### src/hdl/saq_pkg.sv
`default_nettype none
package saq_pkg;

  // Input component width; every other width here follows from the fixed
  // Q1.14 format and the fixed scaling target of the front end.
  localparam int IN_WIDTH   = 16;
  localparam int MAG_W      = (IN_WIDTH > 15) ? IN_WIDTH : 15;
  localparam int POS_W      = $clog2(MAG_W);
  localparam int SLOT_W     = 8;
  localparam int IN_TDATA_W = ((3 * IN_WIDTH + SLOT_W + 7) / 8) * 8;
  localparam int Q_W        = 16;
  localparam int OUT_TDATA_W = 4 * Q_W + SLOT_W;

  // Scaled component magnitudes lie in [0, 2^15).
  localparam int SC_W  = 15;
  localparam int SUM_W = 32;

  // Pipelined square root and divider units: one result bit per pipeline stage.
  localparam int SQ_IN_W   = 50;
  localparam int SQ_ROOT_W = 25;
  localparam int DIV_NUM_W = 52;
  localparam int DIV_DEN_W = 25;
  localparam int DIV_Q_W   = 30;
  localparam int ALIGN     = DIV_Q_W - SQ_ROOT_W;

  localparam logic [Q_W-1:0] Q_ONE     = 16'h4000;
  localparam logic [Q_W-1:0] Q_NEG_ONE = 16'hC000;

  typedef struct packed {
    logic              zero;
    logic              negx;
    logic              negz;
    logic [SC_W-1:0]   magx;
    logic [SC_W-1:0]   magz;
    logic [15:0]       y;
    logic [SLOT_W-1:0] slot;
  } side_t;

endpackage
`default_nettype wire

### src/hdl/saq_div.sv
`default_nettype none
module saq_div (
  input  wire logic                          clk,
  input  wire logic                          en,
  input  wire logic [saq_pkg::DIV_NUM_W-1:0] num,
  input  wire logic [saq_pkg::DIV_DEN_W-1:0] den,
  output logic      [saq_pkg::DIV_Q_W-1:0]   quo
);
  import saq_pkg::*;

  localparam int SH_W = DIV_DEN_W + DIV_Q_W;

  logic [DIV_NUM_W-1:0] rem_r [DIV_Q_W];
  logic [DIV_DEN_W-1:0] den_r [DIV_Q_W];
  logic [DIV_Q_W-1:0]   q_r   [DIV_Q_W];

  // Restoring division, most significant quotient bit first.
  for (genvar gk = 0; gk < DIV_Q_W; gk++) begin : g_stage
    localparam int SH = DIV_Q_W - 1 - gk;
    logic [DIV_NUM_W-1:0] rem_in;
    logic [DIV_DEN_W-1:0] den_in;
    logic [DIV_Q_W-1:0]   q_in;
    logic [SH_W-1:0]      sub;
    logic [DIV_NUM_W-1:0] rem_nxt;
    logic [DIV_Q_W-1:0]   q_nxt;

    if (gk == 0) begin : g_first
      assign rem_in = num;
      assign den_in = den;
      assign q_in   = '0;
    end else begin : g_next
      assign rem_in = rem_r[gk-1];
      assign den_in = den_r[gk-1];
      assign q_in   = q_r[gk-1];
    end

    always_comb begin
      sub = SH_W'(den_in) << SH;
      if (SH_W'(rem_in) >= sub) begin
        rem_nxt = rem_in - sub[DIV_NUM_W-1:0];
        q_nxt   = q_in | (DIV_Q_W'(1) << SH);
      end else begin
        rem_nxt = rem_in;
        q_nxt   = q_in;
      end
    end

    always_ff @(posedge clk) begin
      if (en) begin
        rem_r[gk] <= rem_nxt;
        den_r[gk] <= den_in;
        q_r[gk]   <= q_nxt;
      end
    end
  end

  assign quo = q_r[DIV_Q_W-1];

endmodule
`default_nettype wire

### config.mk
export PLATFORM = sky130hd
export DESIGN_NAME = saq_div
export DESIGN_NICKNAME = d
export VERILOG_FILES = /design/src/hdl/saq_pkg.sv /design/src/hdl/saq_div.sv
export SDC_FILE = /design/constraint.sdc
export NUM_CORES = 2
export LEC_CHECK = 0
export BUFFER_PORTS_ARGS = -buffer_cell sky130_fd_sc_hd__buf_2
export CORE_MARGIN = 4
export CORE_UTILIZATION = 45
export CTS_BUF_LIST = sky130_fd_sc_hd__clkbuf_16
export DETAILED_ROUTE_END_ITERATION = 12
export GPL_TIMING_DRIVEN = 0
export PLACE_DENSITY = 0.61
export SLEW_MARGIN = 10
export SYNTH_ARGS = -nofsm -noshare
export SYNTH_HDL_FRONTEND = slang
export SYNTH_SLANG_ARGS = --single-unit
### constraint.sdc
create_clock -name clk -period 9.9 [get_ports clk]
set_input_delay 1.485 -clock clk [delete_from_list [all_inputs] [get_ports clk]]
set_output_delay 1.485 -clock clk [all_outputs]
set_load 0.1 [all_outputs]
# Word-level counts from Yosys, hierarchy flattened
# Memories as Yosys holds them, arrays and structs flattened.
# Cells that the tools add are included.
[totals]
output_inout_bits = 30
mem_bits_rw = 3210
in_bits = 79
ff_bits = 0
memories = 3
[op_classes]
n_mux = 62
n_lt_le_gt_ge = 30
addsub = 30
[mem_list]
columns = ["memory", "depth", "width", "rd", "rd_ports_with_merged_regs", "wr", "line_no", "rtl"]
rows = [
  ["rem_r", 30, 52, 29, 0, 30, "saq_div.sv:13", "logic [DIV_NUM_W-1:0] rem_r [DIV_Q_W];"],
  ["q_r", 30, 30, 30, 0, 30, "saq_div.sv:15", "logic [DIV_Q_W-1:0] q_r [DIV_Q_W];"],
  ["den_r", 30, 25, 29, 0, 30, "saq_div.sv:14", "logic [DIV_DEN_W-1:0] den_r [DIV_Q_W];"],
]
[op_table]
columns = ["cell", "n"]
rows = [
  ["2-to-1 mux 52 bit", 30],
  ["subtractor 52 bit", 3],
  [">= comparator 52 x 54 -> 1 bit", 1],
  [">= comparator 52 x 53 -> 1 bit", 1],
  [">= comparator 52 x 25 -> 1 bit", 1],
  [">= comparator 52 x 26 -> 1 bit", 1],
  [">= comparator 52 x 27 -> 1 bit", 1],
  [">= comparator 52 x 28 -> 1 bit", 1],
  [">= comparator 52 x 29 -> 1 bit", 1],
  [">= comparator 52 x 30 -> 1 bit", 1],
  [">= comparator 52 x 31 -> 1 bit", 1],
  [">= comparator 52 x 32 -> 1 bit", 1],
  [">= comparator 52 x 33 -> 1 bit", 1],
  [">= comparator 52 x 34 -> 1 bit", 1],
  [">= comparator 52 x 35 -> 1 bit", 1],
  [">= comparator 52 x 36 -> 1 bit", 1],
  [">= comparator 52 x 37 -> 1 bit", 1],
  [">= comparator 52 x 38 -> 1 bit", 1],
  [">= comparator 52 x 39 -> 1 bit", 1],
  [">= comparator 52 x 40 -> 1 bit", 1],
  [">= comparator 52 x 41 -> 1 bit", 1],
  [">= comparator 52 x 42 -> 1 bit", 1],
  [">= comparator 52 x 43 -> 1 bit", 1],
  [">= comparator 52 x 44 -> 1 bit", 1],
  ["65 further kinds", 67],
]

# Longest topological paths before layout
# An unclocked memory read counts as a cell.
[logic_depth]
ltp_word = 3
ltp_mapped = 16
ltp_nobuf = 15

# Worst setup path after synthesis
# No wires, ideal clock.
[synth_path]
path_kind = "input-to-reg"
from = "in den[1] in the netlist's numbering"
to = "mem rem_r[0][44], data pin"
path_buffers = 2
setup_time_ns = 0.260
slack_ns = 5.472
stages = 14
arrival_ns = 4.168
cell_sequence = "inv_1 -> ha_1 -> nor2b_1 -> o21ai_0 -> a21boi_0 -> o31ai_1 -> a311oi_1 -> a31oi_1 -> o21ai_0 -> a21oi_1 -> o32a_1 -> clkbuf_1 -> buf_2 -> mux2_2"
[synth_rtl]
columns = ["item", "line_no", "rtl"]
rows = [
  ["from (decl)", "saq_div.sv:6", "input wire logic [saq_pkg::DIV_DEN_W-1:0] den,"],
  ["to (decl)", "saq_div.sv:13", ""],
]

==> results.sh <==
export IMPL_hold_start="q_r[3][76]$_DFFE_PP_"
export IMPL_placement_setup_worst_slack_ns=4.05
export IMPL_dp_hpwl_mm=256
export IMPL_worst_ep_required_time_ns=10.47
export IMPL_hold_ws_ns=0.396
export IMPL_synth_top_cell_area_share_pct=59.6
export IMPL_htree_levels=5
export IMPL_seq_area_frac_synth_pct=59.6
export IMPL_synth_seq_cells=2698
export IMPL_grt_ovfl_total=0
export IMPL_cts_tree="done"
export IMPL_ys_types=102
export IMPL_tns_ns=0
export IMPL_synth_top_flop_cell="edfxtp_1"
export IMPL_final_period_utilization_pct=53.6
export IMPL_drc=0
export IMPL_r2r_start="den_r[0][128]$_DFFE_PP_"
export IMPL_leakage_uw=0.0580
export IMPL_clk_pin_slew_ns=0.06
export IMPL_r2r_cells=13
export IMPL_synth_most_common_cell="edfxtp_1"
export IMPL_syn_area_per_cell_um2=12.1
export IMPL_slew_viol_final=0
export IMPL_synth_area_leader_cell="edfxtp_1"
export IMPL_critPathKind="flip-flop to flip-flop"
export IMPL_synth_edf_count=2698
export IMPL_fin_crit_ns=5.31
export IMPL_hold_path_class="flip-flop to flip-flop"
export IMPL_arrival_ns=5.88
export IMPL_seq_area_mm2=0.0810
export IMPL_synthTopCellsByArea="edfxtp_1 60%, ha_1 6.9%, xnor2_1 3.3%"
export IMPL_post_cts_setup_buffers=0
export IMPL_gp_congestion=0.952
export IMPL_synth_nets=12100
export IMPL_status="finished clean"
export IMPL_hold_depth=0
export IMPL_r2r_setup_slack_ns=4.59
export IMPL_die_h_um=558
export IMPL_ys_async_sr_fraction_pct=0
export IMPL_vias_per_cell=5.61
export IMPL_grt_pass1_vias=88700
export IMPL_insertion_delay_ns=0.91
export IMPL_r2r_end="rem_r[0][357]$_DFFE_PP_"
export IMPL_io_pins=109
export IMPL_cts_sinks=2698
export IMPL_slew_limit_headroom_pct=18.0
export IMPL_rsz0062_at_grt="no"
export IMPL_fin_total_pwr_uw=43200
export IMPL_critPathCaptureType="flip-flop"
export IMPL_syn_inst=11200
export IMPL_synthTopCellsByCount="2698 x edfxtp_1, 970 x inv_1, 828 x a21oi_1, 747 x ha_1"
export IMPL_start_util_pct=45.3
export IMPL_ctsHoldBuffers=0
export IMPL_nets=12500
export IMPL_grt_pass1_wl_mm=516
export IMPL_cts_root_buf="clkbuf_16"
export IMPL_timing_final_ws_setup_ns=4.59
export IMPL_netlist_area_mm2=0.136
export IMPL_max_cap_violations=0
export IMPL_fp_dieW_um=558
export IMPL_antenna_found_initial=7
export IMPL_vias=88800
export IMPL_path_max_fanout=10
export IMPL_finalHoldViolCount=0
export IMPL_drive_above_1_share_pct=7.53
export IMPL_min_to="q_r[3][106]$_DFFE_PP_"
export IMPL_worstMarginPinSlew_ns=1.23
export IMPL_skew_ns=0.0663
export IMPL_grt_usage_pct=21.2
export IMPL_multi_input_area_mm2=0.0505
export IMPL_dieArea_mm2=0.311
export IMPL_grt_max_degree=174
export IMPL_drt_initial_drc_count=7429
export IMPL_drtAntennaViolNets=0
export IMPL_routed_wl_mm=337
export IMPL_first_pass_iters=7
export IMPL_coreArea_mm2=0.300
export IMPL_ir_drop_uv=169
export IMPL_p_per_area_mw_per_mm2=284
export IMPL_fin_util_pct=50.6
export IMPL_timing_fmax_mhz=188
export IMPL_post_drt_wl_per_cell_um=21.2
export IMPL_num_rows=201
export IMPL_fillers=26200
export IMPL_syn_to_final_growth_pct=11.8
export IMPL_setup_violations=0
export IMPL_port_buffers=108
export IMPL_clockBufferDepth=4
export IMPL_cts_resized=0
export IMPL_crit_path_start_kind="flip-flop"
export IMPL_cts_made_buffers=302
export IMPL_yosys_warnings=0
[per-stage QoR]
stage	instances	instance area (um2)
final	15800	152000
after detailed placement	15300	142000
after CTS	15800	152000
after floorplan	11200	136000
after global routing	15800	152000
after global placement	15300	141000
[state kept, by name, summed over array words and instances, names as in the netlist]
register / cells
den_r: 725
rem_r: 1508
q_r: 465
[critical path: stages, from the launching register on]
cell and delay [ns]:
edfxtp_1 0.41, inv_1 0.06, ha_1 0.40, o21a_1 0.16
o31a_1 0.17, or3_1 0.13, a21oi_1 0.12, a31oi_1 0.54
o221a_2 0.36, o21ai_1 0.20, o211ai_1 0.84, clkbuf_1 0.56
clkbuf_1 0.74, a21oi_1 0.29
[where the power goes]
group          switching [uW]  leakage [uW]  internal (uW)
Combinational            8600        0.0269           6070
Sequential               1690        0.0261          15700
Clock                    4640       0.00502           6500
Total                   14900        0.0580          28300
[final cells by class]
type                            instances  share of cell area, %
Tap cell                             3958                   3.26
Clock buffer                          308                   5.07
Timing Repair Buffer                  125                  0.673
Buffer                                197                  0.519
Multi-Input combinational cell       7329                   33.3
Inverter                              975                   2.41
Clock inverter                        244                   1.50
Sequential cell                      2698                   53.3
Antenna cell                            9                 0.0148
[worst max-delay path by stage]
stage,startpoint,to,slack (ns)
after floorplan,den[1],rem_r[0][44]$_DFFE_PP_,5.47
after global placement,en,q_r[7][28]$_DFFE_PP_,-34.53
after detailed placement,den[1],rem_r[0][49]$_DFFE_PP_,4.05
after CTS,den_r[0][126]$_DFFE_PP_,rem_r[0][357]$_DFFE_PP_,4.61
after global routing,den_r[0][126]$_DFFE_PP_,rem_r[0][357]$_DFFE_PP_,4.36
final,den_r[0][128]$_DFFE_PP_,rem_r[0][357]$_DFFE_PP_,4.59
[cell families (layout without fill, tap and decap cells)]
group	after synthesis	count (layout)	synth area share [%]
AOI/OAI and AO/OA	2530	2530	11.5
xor gates and xnor gates	918	918	5.91
adders and majority gates	776	776	7.30
buffers and inverters	1172	1849	3.27
DFF	2698	2698	59.6
muxes	203	203	1.68
other	0	9	0
and+or+nand+nor	2902	2902	10.7
[routing by layer]
layer  track usage [%]  vias to the layer above  routed length [um]
met1              26.6                    43300              141000
met4              8.27                        6               13900
met3              2.66                      651               15100
li1                  -                    42500                   -
met2              37.2                     2329              167000
met5                 0                        -                  37
[cells in the final DEF, fill, tap and decap left out, types with 186 or more instances in the layout]
cell / instances
edfxtp_1: 2698
inv_1: 1024
a21oi_1: 828
ha_1: 747
nor2_1: 722
nand2_1: 722
o21ai_0: 605
xnor2_1: 514
xor2_1: 404
a21o_1: 358
clkbuf_16: 308
nor3_1: 232
mux2_2: 186
Power figures use the tool's default switching activity.
