`config.mk`:
```
export PLATFORM = sky130hd
export DESIGN_NAME = saq_sqrt
export DESIGN_NICKNAME = d
export VERILOG_FILES = /design/src/hdl/saq_pkg.sv /design/src/hdl/saq_sqrt.sv
export SDC_FILE = /design/constraint.sdc
export NUM_CORES = 2
export LEC_CHECK = 0
export BUFFER_PORTS_ARGS = -buffer_cell sky130_fd_sc_hd__buf_2
export CAP_MARGIN = 10
export CORE_ASPECT_RATIO = 0.6
export CORE_UTILIZATION = 55
export CTS_CLUSTER_SIZE = 16
export DETAILED_ROUTE_END_ITERATION = 6
export PLACE_DENSITY = 0.71
export SETUP_SLACK_MARGIN = 0.02
export SLEW_MARGIN = 20
export SYNTH_ARGS = -nofsm -noshare
export SYNTH_HDL_FRONTEND = slang
export SYNTH_SLANG_ARGS = --single-unit
```
`constraint.sdc`:
```
create_clock -name clk -period 4.07 [get_ports clk]
set_input_delay 0.407 -clock clk [delete_from_list [all_inputs] [get_ports clk]]
set_output_delay 0.407 -clock clk [all_outputs]
set_load 0.1 [all_outputs]
```
`src/hdl/saq_pkg.sv`:
```
`default_nettype none
package saq_pkg;

  // Input component width; every other width here follows from the fixed
  // Q1.14 format and the fixed scaling target of the front end.
  localparam int IN_WIDTH   = 16;
  localparam int MAG_W      = (IN_WIDTH > 15) ? IN_WIDTH : 15;
  localparam int POS_W      = $clog2(MAG_W);
  localparam int SLOT_W     = 8;
  localparam int IN_TDATA_W = ((3 * IN_WIDTH + SLOT_W + 7) / 8) * 8;
  localparam int Q_W        = 16;
  localparam int OUT_TDATA_W = 4 * Q_W + SLOT_W;

  // Scaled component magnitudes lie in [0, 2^15).
  localparam int SC_W  = 15;
  localparam int SUM_W = 32;

  // Pipelined square root and divider units: one result bit per pipeline stage.
  localparam int SQ_IN_W   = 50;
  localparam int SQ_ROOT_W = 25;
  localparam int DIV_NUM_W = 52;
  localparam int DIV_DEN_W = 25;
  localparam int DIV_Q_W   = 30;
  localparam int ALIGN     = DIV_Q_W - SQ_ROOT_W;

  localparam logic [Q_W-1:0] Q_ONE     = 16'h4000;
  localparam logic [Q_W-1:0] Q_NEG_ONE = 16'hC000;

  typedef struct packed {
    logic              zero;
    logic              negx;
    logic              negz;
    logic [SC_W-1:0]   magx;
    logic [SC_W-1:0]   magz;
    logic [15:0]       y;
    logic [SLOT_W-1:0] slot;
  } side_t;

endpackage
`default_nettype wire

```
`src/hdl/saq_sqrt.sv`:
```
`default_nettype none
module saq_sqrt (
  input  wire logic                          clk,
  input  wire logic                          en,
  input  wire logic [saq_pkg::SQ_IN_W-1:0]   rad,
  output logic      [saq_pkg::SQ_ROOT_W-1:0] root
);
  import saq_pkg::*;

  localparam int RW = SQ_IN_W + 1;

  logic [SQ_IN_W-1:0] rem_r [SQ_ROOT_W];
  logic [RW-1:0]      acc_r [SQ_ROOT_W];

  // One root bit per stage: bit weight 4^(SQ_ROOT_W-1-k).
  for (genvar gk = 0; gk < SQ_ROOT_W; gk++) begin : g_stage
    localparam logic [RW-1:0] BIT = RW'(1) << (2 * (SQ_ROOT_W - 1 - gk));
    logic [SQ_IN_W-1:0] rem_in;
    logic [RW-1:0]      acc_in;
    logic [RW:0]        trial;
    logic [SQ_IN_W-1:0] rem_nxt;
    logic [RW-1:0]      acc_nxt;

    if (gk == 0) begin : g_first
      assign rem_in = rad;
      assign acc_in = '0;
    end else begin : g_next
      assign rem_in = rem_r[gk-1];
      assign acc_in = acc_r[gk-1];
    end

    always_comb begin
      trial = {1'b0, acc_in} + {1'b0, BIT};
      if ((RW + 1)'(rem_in) >= trial) begin
        rem_nxt = rem_in - trial[SQ_IN_W-1:0];
        acc_nxt = (acc_in >> 1) + BIT;
      end else begin
        rem_nxt = rem_in;
        acc_nxt = acc_in >> 1;
      end
    end

    always_ff @(posedge clk) begin
      if (en) begin
        rem_r[gk] <= rem_nxt;
        acc_r[gk] <= acc_nxt;
      end
    end
  end

  assign root = acc_r[SQ_ROOT_W-1][SQ_ROOT_W-1:0];

endmodule
`default_nettype wire

```
=== After elaboration in Yosys (flattened, before gate mapping) ===
Memory sizes are Yosys's and may differ from the RTL's.
Index checks and enable logic that the tools add are counted.

* Multiplexer cells: 52
* Magnitude comparators: 25
* $add $sub $neg: 73

{| class="wikitable"
|+ Operators with widths
! cell !! number
|-
| 50-bit two-way mux || 25
|-
| 50-bit by 52-bit greater-or-equal comparator with 1-bit output || 24
|-
| 51-bit two-way mux || 24
|-
| 50-bit subtractor || 24
|-
| 51-bit by 1-bit adder with 52-bit output (second input constant) || 1
|-
| 51-bit by 11-bit adder with 52-bit output (second input constant) || 1
|-
| 51-bit by 13-bit adder with 52-bit output (second input constant) || 1
|-
| 51-bit by 15-bit adder with 52-bit output (second input constant) || 1
|-
| 51-bit by 17-bit adder with 52-bit output (second input constant) || 1
|-
| 51-bit by 19-bit adder with 52-bit output (second input constant) || 1
|-
| 51-bit by 21-bit adder with 52-bit output (second input constant) || 1
|-
| 51-bit by 23-bit adder with 52-bit output (second input constant) || 1
|-
| 51-bit by 25-bit adder with 52-bit output (second input constant) || 1
|-
| 51-bit by 27-bit adder with 52-bit output (second input constant) || 1
|-
| 51-bit by 29-bit adder with 52-bit output (second input constant) || 1
|-
| 51-bit by 3-bit adder with 52-bit output (second input constant) || 1
|-
| 51-bit by 31-bit adder with 52-bit output (second input constant) || 1
|-
| 51-bit by 33-bit adder with 52-bit output (second input constant) || 1
|-
| 51-bit by 35-bit adder with 52-bit output (second input constant) || 1
|-
| 51-bit by 37-bit adder with 52-bit output (second input constant) || 1
|-
| 51-bit by 39-bit adder with 52-bit output (second input constant) || 1
|-
| 51-bit by 41-bit adder with 52-bit output (second input constant) || 1
|-
| 51-bit by 43-bit adder with 52-bit output (second input constant) || 1
|-
| 51-bit by 45-bit adder with 52-bit output (second input constant) || 1
|-
| 32 further kinds || 33
|}

* Memories: 2
* Bits in writable memories: 2525
* Output and inout port bits: 25
* Word-level logic and storage cells: 152
* Register bits after elaboration: 0

{| class="wikitable"
|+ Memory list
! memory !! words !! bits a word !! rd ports !! clocked after memory_dff !! wr ports !! RTL line !! RTL
|-
| acc_r || 25 || 51 || 25 || 0 || 25 || saq_sqrt.sv:13 || <nowiki>logic [RW-1:0] acc_r [SQ_ROOT_W];</nowiki>
|-
| rem_r || 25 || 50 || 24 || 0 || 25 || saq_sqrt.sv:12 || <nowiki>logic [SQ_IN_W-1:0] rem_r [SQ_ROOT_W];</nowiki>
|}

=== Longest topological paths before layout ===
An unclocked memory read counts as a cell.

* Depth after elaboration: 4
* Mapped depth: 14
* Mapped depth without buffers: 13

=== Least setup slack after synthesis ===
OpenSTA, ideal clock, no wires.

* Path type: register -> register
* Start: memory rem_r[18][40], in the netlist rem_r[1][140]
* End: memory rem_r[19][17], in the netlist rem_r[1][167] (data pin)
* Stages on the path, launching flop included: 9
* Period minus slack after synthesis: 3.528 ns
* Path buffers: 1
* Required time: 3.810 ns
* Arrival: 3.268 ns
* Setup slack: 0.542 ns
* Path through: edfxtp_1 > or4_1 > or4b_1 > or3_1 > or3_1 > or4_4 > nor2_4 > buf_2 > mux2_2

{| class="wikitable"
|+ RTL lines
! what !! RTL line
|-
| start, declared || saq_sqrt.sv:12
|}

==> results.md <==
Status:
- The flow ran to the end, and the final reports show no timing, DRC or antenna violations.

CTS:
- CTS built an H-tree with a depth of 4.
- The CTS buffer count is 141.
- The clock root buffer is sky130_fd_sc_hd__clkbuf_16.
- The setup fix buffers added after clock tree synthesis is 0.
- Clock-pin slew was measured on the worst setup and hold paths at 0.06 ns.
- For the worst-skew pair, the clock arrives at the later sink with an insertion delay of 0.79 ns.
- The total clock sinks is 1525.
- The TritonCTS clock tree is built.
- The longest clock path from root to sink contains 3 buffers.

GRT:
- The number of global-route vias before repair is 43.2k.
- The total grt overflow is 0.
- The first global-routing pass estimated 256 mm of wire.
- In the global route stage, overall resource usage came out at 0.252.
- The number of antenna violations at the first check in global routing came to 6.
- The pin count of the biggest net entering global routing is 169.

Critical path:
- In this run the worst setup path begins at rem_r[0][770]$_DFFE_PP_.
- The kind of cell with the highest combined delay along the critical path is simple AND/OR/NAND/NOR gates.
- The startpoint kind of the worst setup timing path is a flip-flop.
- The register-to-register setup slack is 0.27 ns.
- The length in cells of the worst reg-to-reg path is 10.
- The origin of the critical flop-to-flop path is rem_r[0][770]$_DFFE_PP_.
- The delay of the slowest cell on the worst path is 0.64 ns.
- In this run the critical register-to-register path is captured at rem_r[1][47]$_DFFE_PP_.
- The required time at the endpoint of the critical path is 4.56 ns.
- Along the worst path, the maximum fanout reaches 6.
- In this design, the critical path's most frequently occurring cell is sky130_fd_sc_hd__a21oi_1.
- The total buffers and inverters traversed by the critical path is 0.
- STA classifies the critical path endpoint as a flip-flop.
- The signal on the critical path passes through ha_1 > or4_1 > o21ai_0 > a21oi_1 > a41oi_1 > a21oi_1 > a211o_1 > or4b_1 > nor4_1 > xor2_1.
- The critical path data arrival time is 4.29 ns.
- The worst setup path is of the reg -> reg kind.
- The largest individual stage delay along the critical path comes from the cell sky130_fd_sc_hd__or4b_1.

Synth:
- Averaged over all synthesized cells, the footprint is 12.8 um2.
- Of all flip-flops after synthesis, the portion carrying an async set or reset was 0.
- The number of different library cells used by synthesis comes to 81.
- The biggest area contributor in the post-synthesis netlist is sky130_fd_sc_hd__edfxtp_1.
- The main flop type after synthesis is sky130_fd_sc_hd__edfxtp_1.
- The synthesized netlist net count is 6030.
- For this run, the register share of the synthesized area comes to 0.635.
- The post-synthesis cell area is 0.0721 mm2.
- In this run, synthesis inferred 1525 flip-flops with an integrated enable.
- In this run, synthesis produced a sequential element count of 1525.
- The share of Yosys cell area claimed by the top area cell type is 0.635.
- After technology mapping, the gate count stands at 5632.
- After synthesis, the cell types taking the most area are sky130_fd_sc_hd__edfxtp_1 (64%), sky130_fd_sc_hd__ha_1 (6.0%), sky130_fd_sc_hd__xnor2_1 (3.5%).
- For this run, the number of Yosys warnings is 0.

Routing:
- After the first detailed-routing iteration, the DRC count stood at 5643.
- The routed metal-1 wirelength is 85.5 mm.
- The routed layout has 45.9k vias.
- After detailed routing, the total wire length is 167 mm.
- The first detailed-routing pass ran for 6 iterations.
- In the routed layout, each cell is associated on average with a via count of 5.94.
- Summed over all nets, wire length on met2 after detailed routing comes to 63.0 mm.
- The average wire length per cell after detail routing is 21.7 um.
- The top routing layer in use is met4.
- The total met3 wirelength after detailed routing is 16.4 mm.
- The final routed DRC violation total is 0.
- Once detail routing completed, the nets flagged for antenna violations numbered 0.

Timing:
- After layout, the minimum clock period comes to 3.80 ns.
- The count of final hold-check violations is 0.
- The slew at the pin closest to its max-slew limit is 1.02 ns.
- The number of slew-limit violations in the final report is 0.
- In this run the tightest slew margin relative to its limit is 0.316.
- Setup repair after global routing left no endpoint under its margin.
- The final number of setup-violating endpoints is 0.
- The post-route setup TNS is 0 ns.
- On the final layout, the worst clock skew is 0.0487 ns.
- The upper clock frequency limit is 263 MHz.
- The period utilization is 0.933.
- The minimum hold slack is 0.0858 ns.

Power:
- IR analysis of the VDD net gives a maximum drop of 364 uV.
- For this design the ratio of total power to cell area is 534 mW/mm2.
- For this design the static power due to leakage is 0.0302 uW.

Final layout:
- The utilization after layout is 0.620.
- The total number of nets in the final design is 6290.
- After the flow finishes, the layout carries non-filler instances totaling 7717.
- The filler cell count in the final layout is 9748.
- The area growth from synthesis to layout is 11.3%.
- In the final layout, the share of cells above drive strength 1 is 0.0783.

Placement:
- The final estimated routing congestion in global placement is 0.905.
- The cell count after placement is 7414.
- Detailed placement ended at an HPWL of 121 mm.
- The count of port buffers added during placement is 76.

Die:
- In this run the core area contains 102 standard-cell rows.
- In this run the count of I/O pins placed on the die edge is 77.
- The die covers 0.133 mm2.
- The core box area is 0.130 mm2.
- The die is 469 um wide.
- The initial utilization of the core area, before any placement, comes to 0.557.
- In this run the vertical extent of the chip is 282 um.

Worst hold path:
- The classification of the worst-slack hold path is in -> reg.
- Counting instances, the worst hold path has a depth of 1.
- The path with the worst hold slack has its endpoint at rem_r[1][42]$_DFFE_PP_.
- The startpoint identified for the worst hold timing path is en.

Job:
- The max-cap violation count is 0.
metal layers:
| metal | global-route usage | vias to the layer above |
|---|---|---|
| met1 | 0.424 | 22300 |
| met5 | 0 | - |
| li1 | - | 21600 |
| met2 | 0.324 | 1872 |
| met4 | 0.0531 | 0 |
| met3 | 0.0548 | 164 |
flip-flops by register name (all words and copies together), names as in the netlist:
name and flops:
rem_r 1200, acc_r 325
repair_timing:
action / in CTS / in global routing
endpoints found under the hold margin: 51 / 0
endpoints found under the setup margin: 0 / 7
hold buffers: 51 / 0
gates resized for setup: 0 / 2
cell families (layout without fill, tap and decap cells):
| logic type | count (synthesis) | count (layout) | share of synthesized area |
|---|---|---|---|
| AOI/OAI and AO/OA | 1037 | 1037 | 0.0887 |
| xor gates and xnor gates | 516 | 516 | 0.0627 |
| adders and majority gates | 346 | 346 | 0.0600 |
| buffers and inverters | 525 | 892 | 0.0274 |
| DFF | 1525 | 1525 | 0.635 |
| muxes | 55 | 55 | 0.00833 |
| other | 0 | 2 | 0 |
| and+or+nand+nor | 1628 | 1628 | 0.118 |
where the power goes:
| part | switching [uW] | total (uW) | internal [uW] |
|---|---|---|---|
| clock network | 6060 | 13100 | 7020 |
| registers | 1630 | 21500 | 19800 |
| logic | 4900 | 8330 | 3430 |
| total | 12600 | 42900 | 30300 |
through the flow:
step	cell area, um2	total power [uW]	setup slack, ns
after detailed placement	75200	29800	0.160
after floorplan	72100	26900	0.542
after CTS	80300	42900	0.176
after global routing	80300	44800	0.0786
final	80300	42900	0.272
after global placement	75200	29600	0.254
cell type report:
type / instances / area [um2] / share of cell area
antenna: 2 / 5.00 / 0.0000623
tap: 1716 / 2150 / 0.0267
inverter: 417 / 1570 / 0.0195
sequential: 1525 / 45800 / 0.570
clock inverter: 85 / 925 / 0.0115
multi-input combinational: 3582 / 24400 / 0.304
timing repair buffer: 225 / 1840 / 0.0229
clock buffer: 165 / 3620 / 0.0451
worst max-delay path by stage:
| stage | endpoint | slack [ns] | depth (start not counted) |
|---|---|---|---|
| 6_report | rem_r[1][47]$_DFFE_PP_ | 0.27 | 10 |
| 4_1_cts | rem_r[1][394]$_DFFE_PP_ | 0.18 | 10 |
| 3_5_place_dp | rem_r[1][394]$_DFFE_PP_ | 0.16 | 10 |
| 2_1_floorplan | rem_r[1][167]$_DFFE_PP_ | 0.54 | 8 |
| 5_1_grt | rem_r[1][47]$_DFFE_PP_ | 0.08 | 11 |
| 3_3_place_gp | rem_r[1][394]$_DFFE_PP_ | 0.25 | 10 |
placed cells by master, fill, tap and decap left out, drive strengths merged, types with 27 or more instances in the layout:
cell type / synthesis / routed
buf: 14 / 174
xnor2: 287 / 287
edfxtp: 1525 / 1525
nor3: 147 / 147
a21o: 129 / 129
clkbuf: 94 / 165
ha: 346 / 346
nor2b: 52 / 52
o31ai: 32 / 32
a31oi: 39 / 39
and2: 27 / 27
inv: 416 / 425
clkinv: 1 / 55
a21oi: 286 / 286
nand4: 90 / 90
or4: 38 / 38
nor4: 183 / 183
dlygate4sd3: 0 / 51
nand2b: 75 / 75
o21a: 63 / 63
nor2: 315 / 315
nand2: 385 / 385
mux2: 40 / 40
nand3: 95 / 95
or3: 56 / 56
o21ai: 304 / 304
xor2: 229 / 229
cell usage after synthesis, drive strengths merged (21+ instances only):
cell	n
or2	23
nor2	315
nand2b	75
ha	346
nor4b	21
o31ai	32
clkbuf	94
nand3b	26
o21a	63
a31oi	39
edfxtp	1525
nand4	90
o21bai	23
or4	38
nand2	385
a21oi	286
o21ai	304
mux2	40
xor2	229
nor2b	52
inv	416
and2	27
nand3	95
nor4	183
nor3	147
xnor2	287
a21o	129
a211oi	21
or3	56
nand4b	26
(Power assumes the default switching activity.)
