===== src/hdl/saq_pkg.sv =====
`default_nettype none
package saq_pkg;

  // Input component width; every other width here follows from the fixed
  // Q1.14 format and the fixed scaling target of the front end.
  localparam int IN_WIDTH   = 16;
  localparam int MAG_W      = (IN_WIDTH > 15) ? IN_WIDTH : 15;
  localparam int POS_W      = $clog2(MAG_W);
  localparam int SLOT_W     = 8;
  localparam int IN_TDATA_W = ((3 * IN_WIDTH + SLOT_W + 7) / 8) * 8;
  localparam int Q_W        = 16;
  localparam int OUT_TDATA_W = 4 * Q_W + SLOT_W;

  // Scaled component magnitudes lie in [0, 2^15).
  localparam int SC_W  = 15;
  localparam int SUM_W = 32;

  // Pipelined square root and divider units: one result bit per pipeline stage.
  localparam int SQ_IN_W   = 50;
  localparam int SQ_ROOT_W = 25;
  localparam int DIV_NUM_W = 52;
  localparam int DIV_DEN_W = 25;
  localparam int DIV_Q_W   = 30;
  localparam int ALIGN     = DIV_Q_W - SQ_ROOT_W;

  localparam logic [Q_W-1:0] Q_ONE     = 16'h4000;
  localparam logic [Q_W-1:0] Q_NEG_ONE = 16'hC000;

  typedef struct packed {
    logic              zero;
    logic              negx;
    logic              negz;
    logic [SC_W-1:0]   magx;
    logic [SC_W-1:0]   magz;
    logic [15:0]       y;
    logic [SLOT_W-1:0] slot;
  } side_t;

endpackage
`default_nettype wire


===== src/hdl/saq_front.sv =====
`default_nettype none
module saq_front (
  input  wire logic                               clk,
  input  wire logic                               rst_n,
  input  wire logic                               en,
  input  wire logic                               vld_in,
  input  wire logic signed [saq_pkg::IN_WIDTH-1:0] tx,
  input  wire logic signed [saq_pkg::IN_WIDTH-1:0] ty,
  input  wire logic signed [saq_pkg::IN_WIDTH-1:0] tz,
  input  wire logic        [saq_pkg::SLOT_W-1:0]   slot,
  output logic                                    vld_out,
  output saq_pkg::side_t                          side_out,
  output logic             [saq_pkg::SUM_W-1:0]    sum_out
);
  import saq_pkg::*;

  // Stage 1: magnitudes, signs, maximum.
  logic              v1_r;
  logic [MAG_W-1:0]  mx_r, my_r, mz_r, mm_r;
  logic              nx1_r, ny1_r, nz1_r;
  logic [SLOT_W-1:0] slot1_r;
  logic [MAG_W-1:0]  mx_nxt, my_nxt, mz_nxt, mm_nxt;

  function automatic logic [MAG_W-1:0] mag_of(input logic [IN_WIDTH-1:0] raw);
    logic [IN_WIDTH-1:0] a;
    a = raw[IN_WIDTH-1] ? (IN_WIDTH'(0) - raw) : raw;
    return MAG_W'(a);
  endfunction

  always_comb begin
    mx_nxt = mag_of($unsigned(tx));
    my_nxt = mag_of($unsigned(ty));
    mz_nxt = mag_of($unsigned(tz));
    mm_nxt = (mx_nxt > my_nxt) ? mx_nxt : my_nxt;
    if (mz_nxt > mm_nxt) mm_nxt = mz_nxt;
  end

  // Stage 2: block scaling so the largest magnitude lands in [2^14, 2^15).
  logic             v2_r;
  side_t            side2_r;
  logic [SC_W-1:0]  sy2_r;
  logic             ny2_r;
  logic [POS_W-1:0] msb;
  logic [SC_W-1:0]  sx_nxt, sy_nxt, sz_nxt;
  logic [15:0]      yext;

  always_comb begin
    msb = '0;
    for (int i = 0; i < MAG_W; i++) begin
      if (mm_r[i]) msb = POS_W'(i);
    end
    if (msb >= POS_W'(14)) begin
      sx_nxt = SC_W'(mx_r >> (msb - POS_W'(14)));
      sy_nxt = SC_W'(my_r >> (msb - POS_W'(14)));
      sz_nxt = SC_W'(mz_r >> (msb - POS_W'(14)));
    end else begin
      sx_nxt = mx_r[SC_W-1:0] << (POS_W'(14) - msb);
      sy_nxt = my_r[SC_W-1:0] << (POS_W'(14) - msb);
      sz_nxt = mz_r[SC_W-1:0] << (POS_W'(14) - msb);
    end
  end

  // Stage 3: squares.
  logic            v3_r;
  side_t           side3_r;
  logic [2*SC_W-1:0] qx_r, qy_r, qz_r;

  // Stage 4: sum of squares.
  logic            v4_r;
  side_t           side4_r;
  logic [SUM_W-1:0] sum_r;

  always_ff @(posedge clk) begin
    if (!rst_n) begin
      v1_r <= 1'b0;
      v2_r <= 1'b0;
      v3_r <= 1'b0;
      v4_r <= 1'b0;
    end else if (en) begin
      v1_r <= vld_in;
      v2_r <= v1_r;
      v3_r <= v2_r;
      v4_r <= v3_r;
    end
  end

  always_ff @(posedge clk) begin
    if (en) begin
      mx_r    <= mx_nxt;
      my_r    <= my_nxt;
      mz_r    <= mz_nxt;
      mm_r    <= mm_nxt;
      nx1_r   <= tx[IN_WIDTH-1];
      ny1_r   <= ty[IN_WIDTH-1];
      nz1_r   <= tz[IN_WIDTH-1];
      slot1_r <= slot;

      side2_r.zero <= (mm_r == '0);
      side2_r.negx <= nx1_r;
      side2_r.negz <= nz1_r;
      side2_r.magx <= sx_nxt;
      side2_r.magz <= sz_nxt;
      side2_r.y    <= '0;
      side2_r.slot <= slot1_r;
      sy2_r        <= sy_nxt;
      ny2_r        <= ny1_r;

      side3_r   <= {side2_r.zero, side2_r.negx, side2_r.negz, side2_r.magx,
                    side2_r.magz, yext, side2_r.slot};
      qx_r      <= side2_r.magx * side2_r.magx;
      qy_r      <= sy2_r * sy2_r;
      qz_r      <= side2_r.magz * side2_r.magz;

      side4_r <= side3_r;
      sum_r   <= SUM_W'(qx_r) + SUM_W'(qy_r) + SUM_W'(qz_r);
    end
  end

  assign yext = ny2_r ? (16'd0 - {1'b0, sy2_r}) : {1'b0, sy2_r};

  assign vld_out  = v4_r;
  assign side_out = side4_r;
  assign sum_out  = sum_r;

endmodule
`default_nettype wire

===== config.mk =====
export PLATFORM = sky130hd
export DESIGN_NAME = saq_front
export DESIGN_NICKNAME = d
export VERILOG_FILES = /design/src/hdl/saq_pkg.sv /design/src/hdl/saq_front.sv
export SDC_FILE = /design/constraint.sdc
export NUM_CORES = 2
export LEC_CHECK = 0
export ABC_AREA = 1
export ABC_CLOCK_PERIOD_IN_PS = 18500
export BUFFER_PORTS_ARGS = -buffer_cell sky130_fd_sc_hd__buf_2
export CAP_MARGIN = 5
export CORE_AREA = 4 4 237 332
export CTS_CLUSTER_SIZE = 40
export DETAILED_ROUTE_END_ITERATION = 6
export DIE_AREA = 0 0 241 336
export PLACE_DENSITY = 0.66
export SLEW_MARGIN = 5
export SYNTH_ARGS = -nofsm -noshare
export SYNTH_HDL_FRONTEND = slang
export SYNTH_SLANG_ARGS = --single-unit

===== constraint.sdc =====
create_clock -name clk -period 18.5 [get_ports clk]
set_input_delay 1.85 -clock clk [delete_from_list [all_inputs] [get_ports clk]]
set_output_delay 1.85 -clock clk [all_outputs]
set_load 0.02 [all_outputs]

======== After elaboration in Yosys (flattened, before gate mapping) ========
Cells that the tools add are included.
storage, ports and cells
  flip-flop bits (word level) ............. 372
  input port bits ......................... 60
  output and inout port bits .............. 90
  logic and storage cells ................. 84
operators by class
  add/sub/neg operators ................... 8
  multipliers ............................. 3
  $lt $le $gt $ge ......................... 3
  shifts and indexed selects .............. 6
  mux-type cells .......................... 24
  reduce and logical (&&, ||, !) cells .... 1
operator list
  kind                                                      count
  multiplier 15 x 15 -> 30 bit                              3
  2-to-1 mux 16 bit                                         5
  2-to-1 mux 15 bit                                         4
  2-to-1 mux 4 bit                                          14
  right shift 16 x 4 -> 15 bit                              3
  subtractor 1 x 16 -> 16 bit, first input constant         3
  << shifter 15 x 4 -> 15 bit                               3
  adder 31 x 30 -> 32 bit                                   1
  greater-than comparator 16 bit                            2
  adder 30 x 30 -> 31 bit                                   1
  logical NOT 16 bit                                        1
  subtractor 1 x 15 -> 16 bit, first input constant         1
  greater-or-equal comparator 4 bit, second input constant  1
  subtractor 4 bit, first input constant                    1
  subtractor 4 bit, second input constant                   1
  2-to-1 mux 1 bit                                          1

======== Logic depth before layout (Yosys ltp) ========
  depth in word-level cells ............... 18
  gate-level depth with buffers ........... 35
  mapped depth without buffers ............ 34

======== Worst setup path after synthesis ========
Ideal clock, no wire load.
  kind .................................... register -> register
  start ................................... register sy2_r[8]
  end ..................................... register qy_r[27], data pin
  setup time .............................. 0.262 ns
  arrival ................................. 5.644 ns
  required time ........................... 18.238 ns
  path slack .............................. 12.594 ns
  cell stages (with the launch flop) ...... 26
  path buffers ............................ 2
  period minus slack after synthesis ...... 5.906 ns
  cell sequence ........................... edfxtp_1 -> clkbuf_1 -> buf_1 -> nand2_1 -> inv_1 -> fa_1 -> inv_1 -> fa_1 -> inv_1 -> fa_1 -> inv_1 -> fa_1 -> inv_1 -> fa_1 -> inv_1 -> fa_1 -> inv_1 -> ha_1 -> nand2_1 -> o21ai_2 -> a21boi_2 -> o21ai_1 -> a21oi_1 -> o21ai_1 -> a21oi_1 -> xor2_1
on the way
  cells in the longest elaborated chain, start to end .. 1
RTL lines
  what                          RTL line          text
  start: declaration            saq_front.sv:41   logic [SC_W-1:0] sy2_r;
  start signal: assignment      saq_front.sv:105  sy2_r <= sy_nxt;
  multiplier 15 x 15 -> 30 bit  saq_front.sv:111  qy_r <= sy2_r * sy2_r;
  end signal: assignment        saq_front.sv:111
  end: declaration              saq_front.sv:66   logic [2*SC_W-1:0] qx_r, qy_r, qz_r;
No other way between the ends.
A chain may end at the register's enable or synchronous reset.

======== Final worst setup path ========
  start ................................... input ty[0] (netlist name)
  end ..................................... register mm_r[15], data pin
on the way
  cells in the longest elaborated chain, start to end .. 6
RTL lines
  what                            RTL line         text
  start: declaration              saq_front.sv:8   input wire logic signed [saq_pkg::IN_WIDTH-1:0] ty,
  subtractor 1 x 16 -> 16 bit     saq_front.sv:26  a = raw[IN_WIDTH-1] ? (IN_WIDTH'(0) - raw) : raw;
  2-to-1 mux 16 bit (*)           saq_front.sv:26
  greater-than comparator 16 bit  saq_front.sv:34  mm_nxt = (mx_nxt > my_nxt) ? mx_nxt : my_nxt;
  2-to-1 mux 16 bit (*)           saq_front.sv:34
  greater-than comparator 16 bit  saq_front.sv:35  if (mz_nxt > mm_nxt) mm_nxt = mz_nxt;
  2-to-1 mux 16 bit (*)           saq_front.sv:35
  via mm_nxt[15]                  saq_front.sv:22  logic [MAG_W-1:0] mx_nxt, my_nxt, mz_nxt, mm_nxt;
  end signal: assignment          saq_front.sv:92  mm_r <= mm_nxt;
  end: declaration                saq_front.sv:19  logic [MAG_W-1:0] mx_r, my_r, mz_r, mm_r;
The timed path passes the listed nets; every way through them passes the cells marked *.

==> results.cfg <==
[status]
status = completed

[global_route]
grt_pass1_wl_um = 140500
grt.total_usage_pct = 21.68
grt_overflow = 0
grt_pass1_vias = 28050
antenna_found_initial = 0
grt_start_max_net_pins = 86

[setup_path]
r2r_cells = 25
max_stage_delay_ns = 0.69
cp.required_ns = 18.83
start_kind = input pin
r2r-start = side2_r[28]$_DFFE_PP_
endpoint_kind = register
crit_fanout = 31
r2r_slack_ns = 12.06
cp_slowest_cell = nand2_1
path_common_cell = nand2_1
cp.arrival_ns = 7.11
reg2reg_to = qz_r[27]$_DFFE_PP_
worstSetupPathType = in2reg

[floorplanning]
core_area_um2 = 75970
die_area_um2 = 80980
row_count = 120
start_util_pct = 49.43
die_w_um = 241
ios = 150
die_height_um = 336

[logic_synthesis]
synthesis.area_um2 = 37550
synth_cell_types = 55
avgSynthCellArea_um2 = 9.095
synth_top_area_share_pct = 28.95
synth_cells = 4129
yosys_most_used_dff = edfxtp_1
asyncSetResetFlopFracSynth_pct = 0
synthTopCellsByArea = edfxtp_1 29%, fa_1 23%, ha_1 11%, inv_1 9.0%, nand2_1 8.5%
ys_seq_elements = 366
yosysTopAreaCell = edfxtp_1
yosysSeqAreaShare_pct = 29.16
synth_edf_count = 362
ys_warn_count = 0

[timing]
finalHoldViolations = 0
max_clock_freq_mhz = 147.5
drv_slew = 0
final-setup-viol-count = 0
max-slew-margin-rel_pct = 13.88
fin_tns_setup_ns = 0
period_share_pct = 36.66
skew_ns = 0.01414
rsz0062_at_grt = no
fin_crit_ns = 6.781
worstMarginPinSlew_ns = 1.292
setup_ws_ns = 11.72

[detailed_routing]
wl_um = 85770
avgViaCountPerCell = 5.233
met3WireLength_um = 3472
top_layer = met4
first_pass_iters = 6
drt_iter0_markers = 1576
vias = 27370
ant_nets = 0
drc = 0
wl_per_cell_um = 16.40
wl_met2_um = 46370
drt-met1-wl_um = 32600

[finish]
area_delta_synth_final_pct = 7.943
stdcell_area_um2 = 40540
num_antenna_cells = 0
nNetsFinal = 5064
post-route-util_pct = 53.35
drive_gt1_share_pct = 6.676

[job]
drv_cap = 0

[cts]
cts_tree = done
clk_pin_slew_ns = 0.06
cts_inserted_buffers = 41
htreeDepth = 2
clock-sinks = 366
clk_latency_ns = 0.58
clock-root-buffer = clkbuf_16
post_cts_buffers = 0
cts_resized = 0
clock_path_buffers = 3
cts-hold-fix-buffers = 0

[min_path]
hold_end = side3_r[5]$_DFFE_PP_
hold_start = side2_r[5]$_DFFE_PP_
hold_path_class = reg2reg
holdPathStages = 0

[placed_design]
post-place-ws_ns = 11.12
place.gp.congestion = 0.9250
placed_area_um2 = 39200
hpwlAfterDp_um = 68410
numPortBuffers = 149
-- area by class of cell --
| cell class | instances | area (µm²) |
|---|---|---|
| Fill cell | 6971 | 35440 |
| Clock buffer | 49 | 1077 |
| Tap cell | 976 | 1221 |
| Multi-Input combinational cell | 2737 | 22680 |
| Clock inverter | 23 | 257.7 |
| Inverter | 903 | 3390 |
| Sequential cell | 366 | 10950 |
| Timing Repair Buffer | 176 | 958.4 |
-- registers in the layout, indices dropped and copies added (netlist names), 8 cells and up --
signal,count
side3_r,57
side_out,57
side2_r,41
sum_out,32
qx_r,28
qy_r,28
qz_r,28
mm_r,16
mx_r,16
my_r,16
mz_r,16
sy2_r,15
slot1_r,8
-- through the flow --
| step | hold slack [ns] | instances |
|---|---|---|
| 6_report | 0.4164 | 5230 |
| 5_1_grt | 0.4198 | 5230 |
| 3_5_place_dp | 0.4045 | 5158 |
| 3_3_place_gp | 0.4005 | 5158 |
| 2_1_floorplan | 0.4003 | 4131 |
| 4_1_cts | 0.4161 | 5230 |
-- critical path: cells and delay by family --
family          cells  cell delay, ns
compound gates      7            1.10
xor+xnor            1            0.31
fa+ha+maj           3            0.66
buf+inv             7            0.58
simple gates       16            2.61
-- cells in the final DEF (no fill, tap or decap), types with 5 or more instances in the layout --
cell type	instances
and2_1	9
buf_2	148
xnor2_1	61
o21ai_0	79
o21a_1	7
o211ai_1	9
o21ai_1	33
a21oi_2	5
clkbuf_16	42
or2_2	7
a31oi_1	8
nor3_1	37
o21bai_1	12
clkbuf_1	7
nor4_1	9
nor2_2	5
nand3_1	322
ha_1	344
nand2_2	8
fa_1	435
o31ai_1	9
buf_4	27
clkinv_2	5
o221ai_1	7
a21oi_1	171
inv_1	899
o21ai_2	5
nor2_1	126
edfxtp_1	362
nand4_1	22
xor2_1	124
nand2_1	847
-- synthesized netlist by cell type, types with 2 or more instances --
cell type	n
buf_6	5
buf_4	6
fa_1	435
buf_1	14
nand2_1	847
nor3_1	37
clkbuf_1	88
nand3_1	322
o21ai_2	5
nor2_1	126
edfxtp_1	362
a21oi_1	171
dfxtp_1	4
o221ai_1	7
inv_2	3
ha_1	344
nor4_1	9
inv_1	899
a21oi_2	6
xor2_1	124
o2111ai_1	3
a211oi_1	2
o21ai_1	33
a21o_1	4
a21boi_2	3
nor3b_1	3
o21bai_1	12
a31oi_1	8
o31ai_1	9
xnor2_1	62
o21ai_0	79
o21a_1	7
and2_1	9
nand2_2	8
nand4_1	22
nor2_2	5
o211ai_1	9
or2_2	7
buf_2	11
nand3b_1	4
-- metal layers --
layer | up-vias | track usage, %
li1 | 13220 | -
met4 | 0 | 7.988
met3 | 187 | 2.281
met5 | - | 0
met2 | 697 | 41.35
met1 | 13260 | 24.83
-- cell families after synthesis --
| logic type | Yosys count | share of synthesized area, % |
|---|---|---|
| buf+inv | 1028 | 10.50 |
| compound gates | 364 | 5.508 |
| simple gates | 1405 | 15.83 |
| xor+xnor | 186 | 4.338 |
| fa+ha+maj | 779 | 34.65 |
| flops | 366 | 29.16 |
| other cells | 1 | 0.009986 |
-- worst max-delay path by stage --
stage | from | end | slack (ns) | cells past startpoint
finish | ty[0] | mm_r[15]$_DFFE_PP_ | 11.72 | 34
CTS | ty[0] | mm_r[15]$_DFFE_PP_ | 11.73 | 34
global placement | ty[0] | mm_r[15]$_DFFE_PP_ | 11.18 | 32
global route | ty[0] | mm_r[15]$_DFFE_PP_ | 11.03 | 32
floorplan | sy2_r[8]$_DFFE_PP_ | qy_r[27]$_DFFE_PP_ | 12.59 | 25
detailed placement | ty[0] | mm_r[15]$_DFFE_PP_ | 11.12 | 34
Power is not shown: default switching activity piles up to over one toggle a cycle in this logic, so the estimate is an artifact.
